===== src/sv/assert_macros.svh =====
// Assertion macros for the scanner RTL.
`ifndef ASSERT_MACROS_SVH
`define ASSERT_MACROS_SVH
`ifndef ASSERT_OFF
// Property checked at every rising clock edge outside reset.
`define ASSERT_CLK(lbl, clk, rst_n, prop) \
	lbl: assert property (@(posedge clk) disable iff (!rst_n) (prop)) \
		else $error("assertion failed");
// Expression that must never be true outside reset.
`define ASSERT_NEVER(lbl, clk, rst_n, expr) \
	lbl: assert property (@(posedge clk) disable iff (!rst_n) !(expr)) \
		else $error("forbidden condition");
`else
`define ASSERT_CLK(lbl, clk, rst_n, prop)
`define ASSERT_NEVER(lbl, clk, rst_n, expr)
`endif
`endif


===== src/sv/ctls_pkg.sv =====
// Types and constants shared by the token scanner modules.
package ctls_pkg;

	localparam int QDepth = 4;
	localparam int QPtrW  = 2;
	localparam int QCntW  = 3;

	typedef struct packed {
		logic [4:0] kind;
		logic [7:0] len;
	} tok_t;

	// One or two tokens caused by a single source byte.
	typedef struct packed {
		logic two;
		tok_t t0;
		tok_t t1;
	} pair_t;

endpackage


===== src/sv/ctls_scan.sv =====
// Front end: scanner state machine, one source byte per cycle while acc is high.
module ctls_scan import ctls_pkg::*; #(
	parameter logic [7:0] LenCap = 8'd255
) (
	input  logic       clk,
	input  logic       arst_n,
	input  logic       acc,
	input  logic [7:0] char_code,
	output logic       wr,
	output pair_t      wr_data
);

	localparam logic [3:0] M_IDLE   = 4'd0;
	localparam logic [3:0] M_IDENT  = 4'd1;
	localparam logic [3:0] M_INT    = 4'd2;
	localparam logic [3:0] M_FRAC   = 4'd3;
	localparam logic [3:0] M_STRING = 4'd4;
	localparam logic [3:0] M_CHAR1  = 4'd5;
	localparam logic [3:0] M_CHAR2  = 4'd6;
	localparam logic [3:0] M_SLASH  = 4'd7;
	localparam logic [3:0] M_LINE   = 4'd8;
	localparam logic [3:0] M_BLOCK  = 4'd9;
	localparam logic [3:0] M_BSTAR  = 4'd10;
	localparam logic [3:0] M_MINUS  = 4'd11;
	localparam logic [3:0] M_CMP    = 4'd12;

	localparam logic [4:0] K_EOF    = 5'd0;
	localparam logic [4:0] K_IDENT  = 5'd1;
	localparam logic [4:0] K_INT    = 5'd2;
	localparam logic [4:0] K_DOUBLE = 5'd3;
	localparam logic [4:0] K_STRING = 5'd4;
	localparam logic [4:0] K_CHAR   = 5'd5;
	localparam logic [4:0] K_PLUS   = 5'd6;
	localparam logic [4:0] K_MINUS  = 5'd7;
	localparam logic [4:0] K_STAR   = 5'd8;
	localparam logic [4:0] K_SLASH  = 5'd9;
	localparam logic [4:0] K_LPAREN = 5'd10;
	localparam logic [4:0] K_RPAREN = 5'd11;
	localparam logic [4:0] K_LBRACE = 5'd12;
	localparam logic [4:0] K_RBRACE = 5'd13;
	localparam logic [4:0] K_SEMI   = 5'd14;
	localparam logic [4:0] K_COMMA  = 5'd15;
	localparam logic [4:0] K_COLON  = 5'd16;
	localparam logic [4:0] K_ARROW  = 5'd17;
	localparam logic [4:0] K_ASSIGN = 5'd18;
	localparam logic [4:0] K_EQ     = 5'd19;
	localparam logic [4:0] K_NE     = 5'd20;
	localparam logic [4:0] K_LT     = 5'd21;
	localparam logic [4:0] K_LE     = 5'd22;
	localparam logic [4:0] K_GT     = 5'd23;
	localparam logic [4:0] K_GE     = 5'd24;
	localparam logic [4:0] K_ERROR  = 5'd25;

	// first character of a comparison operator
	localparam logic [1:0] P_EQ   = 2'd0;
	localparam logic [1:0] P_LT   = 2'd1;
	localparam logic [1:0] P_GT   = 2'd2;
	localparam logic [1:0] P_BANG = 2'd3;

	typedef struct packed {
		logic [3:0] mode;
		logic [7:0] cnt;
		logic       ld_pend;
		logic [1:0] pend;
		logic       emit;
		tok_t       tok;
	} start_t;

	logic [3:0] mode_q, nxt_mode;
	logic [7:0] cnt_q, nxt_cnt, cnt_inc;
	logic [1:0] pend_q, nxt_pend;
	logic       pre_v, sec_v, restart;
	tok_t       pre_tok, sec_tok;
	start_t     st;
	logic       is_eq;

	function automatic logic is_alpha(input logic [7:0] c);
		return (c >= 8'h61 && c <= 8'h7a) || (c >= 8'h41 && c <= 8'h5a);
	endfunction

	function automatic logic is_digit(input logic [7:0] c);
		return c >= 8'h30 && c <= 8'h39;
	endfunction

	function automatic logic is_id_start(input logic [7:0] c);
		return is_alpha(c) || c == 8'h24 || c == 8'h5f;
	endfunction

	function automatic logic is_printable(input logic [7:0] c);
		return c >= 8'd32 && c <= 8'd127;
	endfunction

	function automatic tok_t mk(input logic [4:0] k, input logic [7:0] l);
		tok_t t;
		t.kind = k;
		t.len  = l;
		return t;
	endfunction

	// Decide what a byte does when it opens a new token.
	function automatic start_t start_fn(input logic [7:0] c);
		start_t s;
		s.mode    = M_IDLE;
		s.cnt     = 8'd0;
		s.ld_pend = 1'b0;
		s.pend    = P_EQ;
		s.emit    = 1'b0;
		s.tok     = mk(K_ERROR, 8'd1);
		if (is_id_start(c)) begin
			s.mode = M_IDENT;
			s.cnt  = 8'd1;
		end else if (is_digit(c)) begin
			s.mode = M_INT;
			s.cnt  = 8'd1;
		end else begin
			case (c)
				8'h09, 8'h20, 8'h0a: ;
				8'h00: begin
					s.emit = 1'b1;
					s.tok  = mk(K_EOF, 8'd0);
				end
				8'h2f: s.mode = M_SLASH;
				8'h2d: s.mode = M_MINUS;
				8'h22: s.mode = M_STRING;
				8'h27: s.mode = M_CHAR1;
				8'h2b: begin s.emit = 1'b1; s.tok = mk(K_PLUS, 8'd1);   end
				8'h2a: begin s.emit = 1'b1; s.tok = mk(K_STAR, 8'd1);   end
				8'h28: begin s.emit = 1'b1; s.tok = mk(K_LPAREN, 8'd1); end
				8'h29: begin s.emit = 1'b1; s.tok = mk(K_RPAREN, 8'd1); end
				8'h7b: begin s.emit = 1'b1; s.tok = mk(K_LBRACE, 8'd1); end
				8'h7d: begin s.emit = 1'b1; s.tok = mk(K_RBRACE, 8'd1); end
				8'h3b: begin s.emit = 1'b1; s.tok = mk(K_SEMI, 8'd1);   end
				8'h2c: begin s.emit = 1'b1; s.tok = mk(K_COMMA, 8'd1);  end
				8'h3a: begin s.emit = 1'b1; s.tok = mk(K_COLON, 8'd1);  end
				8'h3d: begin s.mode = M_CMP; s.ld_pend = 1'b1; s.pend = P_EQ;   end
				8'h3c: begin s.mode = M_CMP; s.ld_pend = 1'b1; s.pend = P_LT;   end
				8'h3e: begin s.mode = M_CMP; s.ld_pend = 1'b1; s.pend = P_GT;   end
				8'h21: begin s.mode = M_CMP; s.ld_pend = 1'b1; s.pend = P_BANG; end
				default: s.emit = 1'b1;
			endcase
		end
		return s;
	endfunction

	assign st      = start_fn(char_code);
	assign cnt_inc = (cnt_q < LenCap) ? cnt_q + 8'd1 : cnt_q;
	assign is_eq   = (char_code == 8'h3d);

	always_comb begin
		nxt_mode = mode_q;
		nxt_cnt  = cnt_q;
		nxt_pend = pend_q;
		pre_v    = 1'b0;
		pre_tok  = mk(K_EOF, 8'd0);
		sec_v    = 1'b0;
		sec_tok  = mk(K_EOF, 8'd0);
		restart  = 1'b0;
		unique case (mode_q)
			M_IDENT: begin
				if (is_id_start(char_code) || is_digit(char_code)) begin
					nxt_cnt = cnt_inc;
				end else begin
					pre_v   = 1'b1;
					pre_tok = mk(K_IDENT, cnt_q);
					restart = 1'b1;
				end
			end
			M_INT: begin
				if (is_digit(char_code)) begin
					nxt_cnt = cnt_inc;
				end else if (char_code == 8'h2e) begin
					nxt_cnt  = cnt_inc;
					nxt_mode = M_FRAC;
				end else begin
					pre_v   = 1'b1;
					pre_tok = mk(K_INT, cnt_q);
					restart = 1'b1;
				end
			end
			M_FRAC: begin
				if (is_digit(char_code)) begin
					nxt_cnt = cnt_inc;
				end else begin
					pre_v   = 1'b1;
					pre_tok = mk(K_DOUBLE, cnt_q);
					restart = 1'b1;
				end
			end
			M_STRING: begin
				if (char_code != 8'h22 && is_printable(char_code)) begin
					nxt_cnt = cnt_inc;
				end else begin
					// closing quote, or a control/high byte cuts the string short
					pre_v    = 1'b1;
					pre_tok  = mk(K_STRING, cnt_q);
					nxt_mode = M_IDLE;
					sec_v    = (char_code == 8'h00);
				end
			end
			M_CHAR1: begin
				if (is_printable(char_code)) begin
					nxt_mode = M_CHAR2;
				end else begin
					pre_v   = 1'b1;
					pre_tok = mk(K_ERROR, 8'd1);
					restart = 1'b1;
				end
			end
			M_CHAR2: begin
				nxt_mode = M_IDLE;
				pre_v    = 1'b1;
				if (char_code == 8'h27) begin
					pre_tok = mk(K_CHAR, 8'd1);
				end else if (char_code == 8'h00) begin
					pre_tok = mk(K_ERROR, 8'd2);
					sec_v   = 1'b1;
				end else begin
					pre_tok = mk(K_ERROR, 8'd3);
				end
			end
			M_SLASH: begin
				if (char_code == 8'h2f) begin
					nxt_mode = M_LINE;
				end else if (char_code == 8'h2a) begin
					nxt_mode = M_BLOCK;
				end else begin
					pre_v   = 1'b1;
					pre_tok = mk(K_SLASH, 8'd1);
					restart = 1'b1;
				end
			end
			M_LINE: begin
				if (char_code == 8'h0a) begin
					nxt_mode = M_IDLE;
				end else if (char_code == 8'h00) begin
					nxt_mode = M_IDLE;
					pre_v    = 1'b1;
				end
			end
			M_BLOCK, M_BSTAR: begin
				if (char_code == 8'h00) begin
					nxt_mode = M_IDLE;
					pre_v    = 1'b1;
				end else if (char_code == 8'h2a) begin
					nxt_mode = M_BSTAR;
				end else if (char_code == 8'h2f && mode_q == M_BSTAR) begin
					nxt_mode = M_IDLE;
				end else begin
					nxt_mode = M_BLOCK;
				end
			end
			M_MINUS: begin
				pre_v = 1'b1;
				if (char_code == 8'h3e) begin
					pre_tok  = mk(K_ARROW, 8'd2);
					nxt_mode = M_IDLE;
				end else begin
					pre_tok = mk(K_MINUS, 8'd1);
					restart = 1'b1;
				end
			end
			M_CMP: begin
				pre_v = 1'b1;
				case (pend_q)
					P_EQ:    pre_tok = is_eq ? mk(K_EQ, 8'd2) : mk(K_ASSIGN, 8'd1);
					P_LT:    pre_tok = is_eq ? mk(K_LE, 8'd2) : mk(K_LT, 8'd1);
					P_GT:    pre_tok = is_eq ? mk(K_GE, 8'd2) : mk(K_GT, 8'd1);
					default: pre_tok = is_eq ? mk(K_NE, 8'd2) : mk(K_ERROR, 8'd1);
				endcase
				if (is_eq) begin
					nxt_mode = M_IDLE;
				end else begin
					restart = 1'b1;
				end
			end
			default: restart = 1'b1;
		endcase
		if (restart) begin
			nxt_mode = st.mode;
			nxt_cnt  = st.cnt;
			if (st.ld_pend) begin
				nxt_pend = st.pend;
			end
			sec_v   = st.emit;
			sec_tok = st.tok;
		end
	end

	always_comb begin
		wr         = acc && (pre_v || sec_v);
		wr_data.two = pre_v && sec_v;
		wr_data.t0  = pre_v ? pre_tok : sec_tok;
		wr_data.t1  = sec_tok;
	end

	always_ff @(posedge clk or negedge arst_n) begin
		if (!arst_n) begin
			mode_q <= M_IDLE;
			cnt_q  <= 8'd0;
			pend_q <= P_EQ;
		end else if (acc) begin
			mode_q <= nxt_mode;
			cnt_q  <= nxt_cnt;
			pend_q <= nxt_pend;
		end
	end

endmodule


===== src/sv/ctls_fifo.sv =====
// Short queue of token groups between scanner and output stage.
`include "assert_macros.svh"
module ctls_fifo import ctls_pkg::*; (
	input  logic  clk,
	input  logic  arst_n,
	input  logic  wr,
	input  pair_t wr_data,
	input  logic  rd,
	output pair_t rd_data,
	output logic  full,
	output logic  empty
);

	pair_t            mem_q [QDepth];
	logic [QPtrW-1:0] wr_ptr_q, rd_ptr_q;
	logic [QCntW-1:0] cnt_q;

	assign full    = (cnt_q == QCntW'(QDepth));
	assign empty   = (cnt_q == '0);
	assign rd_data = mem_q[rd_ptr_q];

	always_ff @(posedge clk) begin
		if (wr) begin
			mem_q[wr_ptr_q] <= wr_data;
		end
	end

	always_ff @(posedge clk or negedge arst_n) begin
		if (!arst_n) begin
			wr_ptr_q <= '0;
			rd_ptr_q <= '0;
			cnt_q    <= '0;
		end else begin
			if (wr) begin
				wr_ptr_q <= wr_ptr_q + QPtrW'(1);
			end
			if (rd) begin
				rd_ptr_q <= rd_ptr_q + QPtrW'(1);
			end
			if (wr && !rd) begin
				cnt_q <= cnt_q + QCntW'(1);
			end else if (rd && !wr) begin
				cnt_q <= cnt_q - QCntW'(1);
			end
		end
	end

	`ASSERT_NEVER(a_overflow, clk, arst_n, wr && full && !rd)
	`ASSERT_NEVER(a_underflow, clk, arst_n, rd && empty)
	`ASSERT_CLK(a_count_bound, clk, arst_n, cnt_q <= QCntW'(QDepth))

endmodule


===== src/sv/ctls_emit.sv =====
// Back end: hands out the one or two tokens of each queued group.
module ctls_emit import ctls_pkg::*; (
	input  logic       clk,
	input  logic       arst_n,
	input  pair_t      head,
	input  logic       q_empty,
	input  logic       pop,
	output logic       q_rd,
	output logic [4:0] token_kind,
	output logic [7:0] token_length,
	output logic       last_of_run
);

	logic sel_q;
	logic take;
	tok_t cur;

	assign cur          = sel_q ? head.t1 : head.t0;
	assign token_kind   = cur.kind;
	assign token_length = cur.len;
	assign last_of_run  = sel_q || !head.two;
	assign take         = pop && !q_empty;
	assign q_rd         = take && last_of_run;

	always_ff @(posedge clk or negedge arst_n) begin
		if (!arst_n) begin
			sel_q <= 1'b0;
		end else if (take) begin
			sel_q <= !last_of_run;
		end
	end

endmodule


===== src/sv/c_like_token_scanner_core.sv =====
// Top level of the streaming token scanner.
//  channel   dir  handshake            payload
//  source    in   push / full          char_code
//  token     out  pop / empty          token_kind, token_length, last_of_run
// One source byte is taken per cycle while the four-entry group queue has room.
// Each byte queues zero, one or two tokens; the output side hands out one token
// per cycle while pop is high and the queue is not empty, and a group leaves the queue only with its last token.
// The scanner writes the tokens of each taken byte into the queue; full rises only when the queue fills.
// Reset returns the scanner to idle between tokens and empties the queue.
module c_like_token_scanner_core import ctls_pkg::*; #(
	parameter int MAX_TOKEN_LEN = 255
) (
	input  logic       clk,
	input  logic       arst_n,
	input  logic       push,
	output logic       full,
	input  logic [7:0] char_code,
	input  logic       pop,
	output logic       empty,
	output logic [4:0] token_kind,
	output logic [7:0] token_length,
	output logic       last_of_run
);

	localparam logic [7:0] LenCap = (MAX_TOKEN_LEN < 255) ? 8'(MAX_TOKEN_LEN) : 8'd255;

	logic  acc, q_wr, q_rd;
	pair_t q_in, q_head;

	assign acc = push && !full;

	ctls_scan #(.LenCap(LenCap)) u_scan (
		.clk       (clk),
		.arst_n    (arst_n),
		.acc       (acc),
		.char_code (char_code),
		.wr        (q_wr),
		.wr_data   (q_in)
	);

	ctls_fifo u_fifo (
		.clk     (clk),
		.arst_n  (arst_n),
		.wr      (q_wr),
		.wr_data (q_in),
		.rd      (q_rd),
		.rd_data (q_head),
		.full    (full),
		.empty   (empty)
	);

	ctls_emit u_emit (
		.clk          (clk),
		.arst_n       (arst_n),
		.head         (q_head),
		.q_empty      (empty),
		.pop          (pop),
		.q_rd         (q_rd),
		.token_kind   (token_kind),
		.token_length (token_length),
		.last_of_run  (last_of_run)
	);

endmodule


===== config.mk =====
export PLATFORM = sky130hd
export DESIGN_NAME = c_like_token_scanner_core
export DESIGN_NICKNAME = d
export VERILOG_FILES = /design/src/sv/ctls_pkg.sv /design/src/sv/ctls_scan.sv /design/src/sv/ctls_fifo.sv /design/src/sv/ctls_emit.sv /design/src/sv/c_like_token_scanner_core.sv
export VERILOG_INCLUDE_DIRS = /design/src /design/src/sv
export SDC_FILE = /design/constraint.sdc
export NUM_CORES = 1
export LEC_CHECK = 0
export ABC_AREA = 0
export BUFFER_PORTS_ARGS = -buffer_cell sky130_fd_sc_hd__buf_4
export CAP_MARGIN = 20
export CORE_ASPECT_RATIO = 1.75
export CORE_MARGIN = 2
export CORE_UTILIZATION = 40
export DETAILED_ROUTE_END_ITERATION = 16
export SKIP_LAST_GASP = 1
export SLEW_MARGIN = 20
export SYNTH_ARGS = -nofsm -noshare
export SYNTH_HDL_FRONTEND = slang
export SYNTH_SLANG_ARGS = --single-unit

===== constraint.sdc =====
create_clock -name clk -period 3.45 [get_ports clk]
set_input_delay 1.035 -clock clk [delete_from_list [all_inputs] [get_ports clk]]
set_output_delay 1.035 -clock clk [all_outputs]
set_load 0.02 [all_outputs]

Word-level counts from Yosys, hierarchy flattened
Memories as Yosys holds them, arrays and structs flattened.
Cells that the tools add are included.
- $add $sub $neg: 5
- $lt $le $gt $ge: 9
- equality and inequality tests: 51
- muxes and demuxes: 74
- reduce and logical (&&, ||, !) cells: 39
- operator list (kind ; count):
    $eq A8 B6 Y1 const B ; 18
    $pmux W13 S10 ; 1
    $pmux W13 S9 ; 1
    $mux W13 ; 8
    $mux W4 ; 15
    $mux W8 ; 7
    $mux W12 ; 4
    $pmux W13 S3 ; 1
    $pmux W4 S9 ; 1
    $mux W17 ; 2
    $pmux W8 S4 ; 1
    $mux W10 ; 3
    $eq A8 B7 Y1 const B ; 3
    $le A8 B7 Y1 const B ; 3
    $ne A3 B1 Y1 const B ; 7
    $eq A4 B4 Y1 const B ; 5
    $mux W1 ; 20
    $pmux W4 S5 ; 1
    $mux W9 ; 2
    $eq A4 B3 Y1 const B ; 4
    $eq A8 B4 Y1 const B ; 2
    $ge A8 B6 Y1 const B ; 2
    $ge A8 B7 Y1 const B ; 2
    $logic_and A1 B1 Y1 ; 13
    other kinds (36) ; 52
- register bits after elaboration: 22
- bits in writable memories: 108
- output and inout port bits: 16
- memories: 1
- memory list (memory ; depth ; width ; rd ports ; clocked after memory_dff ; write ports ; line ; RTL):
    u_fifo.mem_q ; 4 ; 27 ; 1 ; 0 ; 1 ; ctls_fifo.sv:14 ; pair_t mem_q [QDepth];

Depth between registers and ports, before layout
- depth after elaboration: 15
- mapped depth: 15
- mapped depth without buffers: 12

Hierarchy
A second synthesis with hierarchy kept.
- cells, all modules: 490
- area, all modules: 6820.3 sq um
- by module, submodules not included (module ; times used ; cells an instance ; area an instance (sq um)):
    ctls_fifo ; 1 ; 175 ; 4299.1
    ctls_scan ; 1 ; 293 ; 2238.4
    ctls_emit ; 1 ; 21 ; 269.0
    c_like_token_scanner_core ; 1 ; 1 ; 13.8

Worst setup path before layout
Ideal clock, no wire load.
- path type: input port to flip-flop
- from: in char_code[7]
- to: mem u_fifo.mem_q[0][0] (netlist bit), enable pin
- library setup time: 0.427 ns
- arrival: 4.365 ns
- data required time: 3.023 ns
- setup slack: -1.341 ns
- cell stages on the path: 8
- buffers on the path: 2
- cells stage by stage: buf_2 > or4b_1 > buf_2 > o41ai_1 > a32oi_4 > nand4_1 > a211oi_2 > nor3b_1
- longest elaborated chain between the ends: 13
- elaborated cells on any way between the ends: 60
- RTL lines (item ; line ; RTL):
    start, declared ; c_like_token_scanner_core.sv:17 ; input logic [7:0] char_code,
    $ge A8 B7 Y1 / $le A8 B7 Y1 (equally long branches) ; ctls_scan.sv:78 ; return (c >= 8'h61 && c <= 8'h7a) || (c >= 8'h41 && c <= 8'h5a);
    $logic_and A1 B1 Y1 ; ctls_scan.sv:78 ;
    $logic_or A1 B1 Y1 ; ctls_scan.sv:78 ;
    $logic_or A1 B1 Y1 (2 in a row) ; ctls_scan.sv:86 ; return is_alpha(c) || c == 8'h24 || c == 8'h5f;
    $logic_or A1 B1 Y1 ; ctls_scan.sv:160 ; if (is_id_start(char_code) || is_digit(char_code)) begin
    $mux W1 ; ctls_scan.sv:160 ;
    $pmux W1 S8 ; ctls_scan.sv:158 ; unique case (mode_q)
    $mux W1 ; ctls_scan.sv:278 ; if (restart) begin
    $logic_or A1 B1 Y1 * ; ctls_scan.sv:290 ; wr = acc && (pre_v || sec_v);
    $logic_and A1 B1 Y1 * ; ctls_scan.sv:290 ;
    $mux W1 * ; ctls_fifo.sv:23 ; if (wr) begin
    $mux W1 (not written as such) * ; ctls_fifo.sv:24 ; mem_q[wr_ptr_q] <= wr_data;
    end, declared ; ctls_fifo.sv:14 ;
Every way passes the cells marked *; elsewhere a longest branch is shown, timed or not.

Worst setup path after layout
- from: in char_code[4]
- to: reg u_fifo.cnt_q[1]
- longest elaborated chain between the ends: 14
- elaborated cells on any way between the ends: 63
- RTL lines (item ; line ; RTL):
    $ge A8 B7 Y1 / $le A8 B7 Y1 (equally long branches) ; ctls_scan.sv:78 ;
    $logic_and A1 B1 Y1 ; ctls_scan.sv:78 ;
    $logic_or A1 B1 Y1 ; ctls_scan.sv:78 ;
    $logic_or A1 B1 Y1 (2 in a row) ; ctls_scan.sv:86 ;
    $logic_or A1 B1 Y1 ; ctls_scan.sv:160 ;
    $mux W1 ; ctls_scan.sv:160 ;
    $pmux W1 S8 ; ctls_scan.sv:158 ;
    $mux W1 ; ctls_scan.sv:278 ;
    $logic_or A1 B1 Y1 * ; ctls_scan.sv:290 ;
    $logic_and A1 B1 Y1 * ; ctls_scan.sv:290 ;
    via q_wr ; c_like_token_scanner_core.sv:27 ; logic acc, q_wr, q_rd;
    $logic_not A1 Y1 ; ctls_fifo.sv:42 ; end else if (rd && !wr) begin
    $logic_and A1 B1 Y1 ; ctls_fifo.sv:42 ;
    $reduce_bool A2 Y1 (no source line) ; n/a ;
    end signal, assigned ; ctls_fifo.sv:41 ; cnt_q <= cnt_q + QCntW'(1);
    end signal, assigned ; ctls_fifo.sv:43 ; cnt_q <= cnt_q - QCntW'(1);
    end, declared ; ctls_fifo.sv:16 ; logic [QCntW-1:0] cnt_q;
The timed path passes the listed nets; every way through them passes the cells marked *.
A chain may end at the register's enable or synchronous reset.

==> results.toml <==
[synthesis]
syn_inst = 465
netlist_area_mm2 = 0.00564
netlist-cell-type-count = 75
synth.top_cell.area_share_pct = 42.6
async_flop_share_pct = 21.6
synth.ff_latch_count = 102
synthMostInstantiatedCell = "edfxtp_1"
syn_nets = 484
yosysWarnings = 0
synthTopCellsByArea = "edfxtp_1, dfrtp_1, mux4_2"
ys_seq_area_share_pct = 52.4
yosysTopAreaCell = "edfxtp_1"
yosys-top-cells-count = "edfxtp_1, nand2_1, clkbuf_1"
synth_ff_type = "edfxtp_1"
synth_edf_count = 80
avgSynthCellArea_um2 = 12.1

[route]
avgRoutedWirePerCell_um = 20.2
drt_wl_total_um = 15000
ant_nets = 0
drtPass1Iterations = 4
vias = 4290
vias_per_cell = 5.77
drt_iter0_drc = 271
drc = 0

[clock_network]
numClockSinks = 102
cts_buffers = 9
cts_root_buffer = "clkbuf_16"
cts.path.max_buffers = 2
clk_pin_slew_ns = 0.07
hold_buffers = 0
cts_tree = "built"
clk_latency_ns = 0.33
cts_max_level = 3

[critical_path]
cpPeakStageDelay_ns = 0.55
slowest_stage = "or4b_4"
crit_buf_inv = 2
rrSetupSlack_ns = 0.36
crit_path_end_kind = "register"
crit_required_ns = 3.67
cp_max_fo = 3
worstPathCellList = "buf_6, or4b_4, or4_4, a32oi_4, nand4_1, a211oi_4, nor2_1, ha_2, inv_2, fa_2, mux2_4"
start_kind = "input port"
crit_family = "simple AND/OR/NAND/NOR gates"
crit_arrival_ns = 3.83
path_class = "in2reg"

[layout]
area_growth_pct = 24.0
nets = 581
diodes = 0
drive_gt1_share_pct = 33.0

[timing]
period_share_pct = 105
rsz0062_at_grt = "true"
timing.fmax_mhz = 277
final.setup.worst_slack_ns = -0.156
skew_ns = 0.00764
max-slew-margin-rel_pct = 46.4
setup_tns_ns = -0.253
timing.final.crit_period_ns = 3.61
drv_slew = 0
fin_hold_ws_ns = 0.519
hold_viol = 0
setup_violations = 2
tightestPinTransition_ns = 0.798

[global_routing]
grt_pass1_vias = 4410
overflow = 0
antenna_found_initial = 0
grt_max_degree = 23
grt_pass1_wl_um = 23300
grt_use_total_pct = 20.4

[pwr]
p_comb_share_pct = 50.1
p_clk_share_pct = 15.6
internal_power_mw = 3.68
power.total_mw = 5.85
power_density_mw_per_mm2 = 837
switching_share_pct = 37.1
p_leak_nw = 2.62
peakVddDrop_v = 0.000260
power_frac_seq_pct = 34.3
p_switching_mw = 2.17

[floorplan]
core_mm2 = 0.0138
dieWidth_um = 93.7
num_rows = 57
die_h_um = 161
start_util_pct = 40.7
die_area_mm2 = 0.0151
pin_count = 28

[place]
portBuffers = 27
place_congestion = 0.987
dp_hpwl_um = 11800

[status]
outcome = "finished with violations"
violations = "setup timing"

[run]
cap_violations = 0

[min_path]
hold_class = "reg2reg"
-- metal layers --
| layer | share of wire, % | track usage [%] | vias to the layer above |
|---|---|---|---|
| met1 | 35 | 20.2 | 2107 |
| met2 | 56 | 38.2 | 122 |
| met5 | 0 | 0 | - |
| met3 | 2.3 | 2.19 | 54 |
| li1 | - | - | 2007 |
| met4 | 7.2 | 14.5 | 0 |
-- per-stage QoR --
stage                     util [%]  worst slack (ns)  cell area, µm²  cells
after floorplan                  -            -0.638            5680    465
after global placement        47.9            -0.612            6630    722
after detailed placement      47.9            -0.633            6630    722
after CTS                     50.3            -0.165            6950    741
after global routing          50.5            -0.228            6990    744
final                         50.5            -0.156            6990    744
-- final timing paths --
path	startpoint	to	depth (start not counted)
setup reg to reg	u_scan.mode_q[3]$_DFFE_PN0P_	u_fifo.cnt_q[2]$_DFFE_PN0P_	12
hold / removal	u_fifo.cnt_q[2]$_DFFE_PN0P_	u_fifo.cnt_q[2]$_DFFE_PN0P_	1
setup / recovery	char_code[4]	u_fifo.cnt_q[1]$_DFFE_PN0P_	11
hold reg to reg	u_fifo.cnt_q[2]$_DFFE_PN0P_	u_fifo.cnt_q[2]$_DFFE_PN0P_	1
max in group asynchronous	arst_n	u_fifo.wr_ptr_q[1]$_DFFE_PN0P_	1
min in group asynchronous	arst_n	u_scan.cnt_q[5]$_DFFE_PN0P_	1
-- power groups by stage --
stage | Clock (mW) | Combinational [mW] | Sequential (mW)
floorplan | 0 | 1.85 | 1.94
global placement | 0 | 2.85 | 2.01
detailed placement | 0 | 2.90 | 2.04
CTS | 0.931 | 2.93 | 2.01
global route | 0.974 | 3.15 | 2.04
finish | 0.913 | 2.93 | 2.01
-- layout by cell type (no fill, tap or decap), types with 4 or more instances in the layout --
master	count
o21ai_0	15
clkbuf_16	9
a21oi_1	11
and3_1	6
xor2_1	11
nand3_1	19
nor2b_1	14
a21boi_0	4
nand4_1	7
xnor2_1	6
o2111ai_1	7
nor2_1	22
mux2_2	9
or4_1	4
nor3b_2	4
and2_1	13
buf_4	113
edfxtp_1	80
mux4_2	20
nor3_1	9
dfrtp_1	22
inv_1	11
or2_2	4
ha_1	5
nand2_1	35
nand2b_1	9
o211ai_1	7
-- cell families (layout without fill, tap and decap cells) --
family                     Yosys count  after routing  synth area share [%]
AOI/OAI and AO/OA                   94             94                  13.1
xor gates and xnor gates            17             17                  2.64
adders and majority gates            7              7                  1.69
buffers and inverters               44            146                  3.15
DFF                                102            102                  52.4
muxes                               32             32                  10.3
and+or+nand+nor                    169            169                  16.7
-- what timing repair did --
item | in CTS | in global routing
gates resized for setup | 7 | 2
pin swaps | 5 | 4
endpoints found under the setup margin | 2 | 2
hold endpoints to repair | 0 | 0
setup buffers | 3 | 3
-- registers in the layout, summed over array words and instances, names as in the netlist --
signal	count
u_scan.mode_q	4
u_fifo.wr_ptr_q	2
u_scan.cnt_q	8
u_fifo.rd_ptr_q	2
u_fifo.cnt_q	3
u_scan.pend_q	2
u_emit.sel_q	1
u_fifo.mem_q	80
-- area by class of cell --
type                       count  area [µm²]
fill                        1226        6840
sequential                   102        2950
multi-input combinational    319        2580
timing repair buffer         118         922
clock buffer                   9         225
tap                          177         221
clock inverter                 7        47.5
inverter                      12        45.0
(Power assumes the default switching activity.)
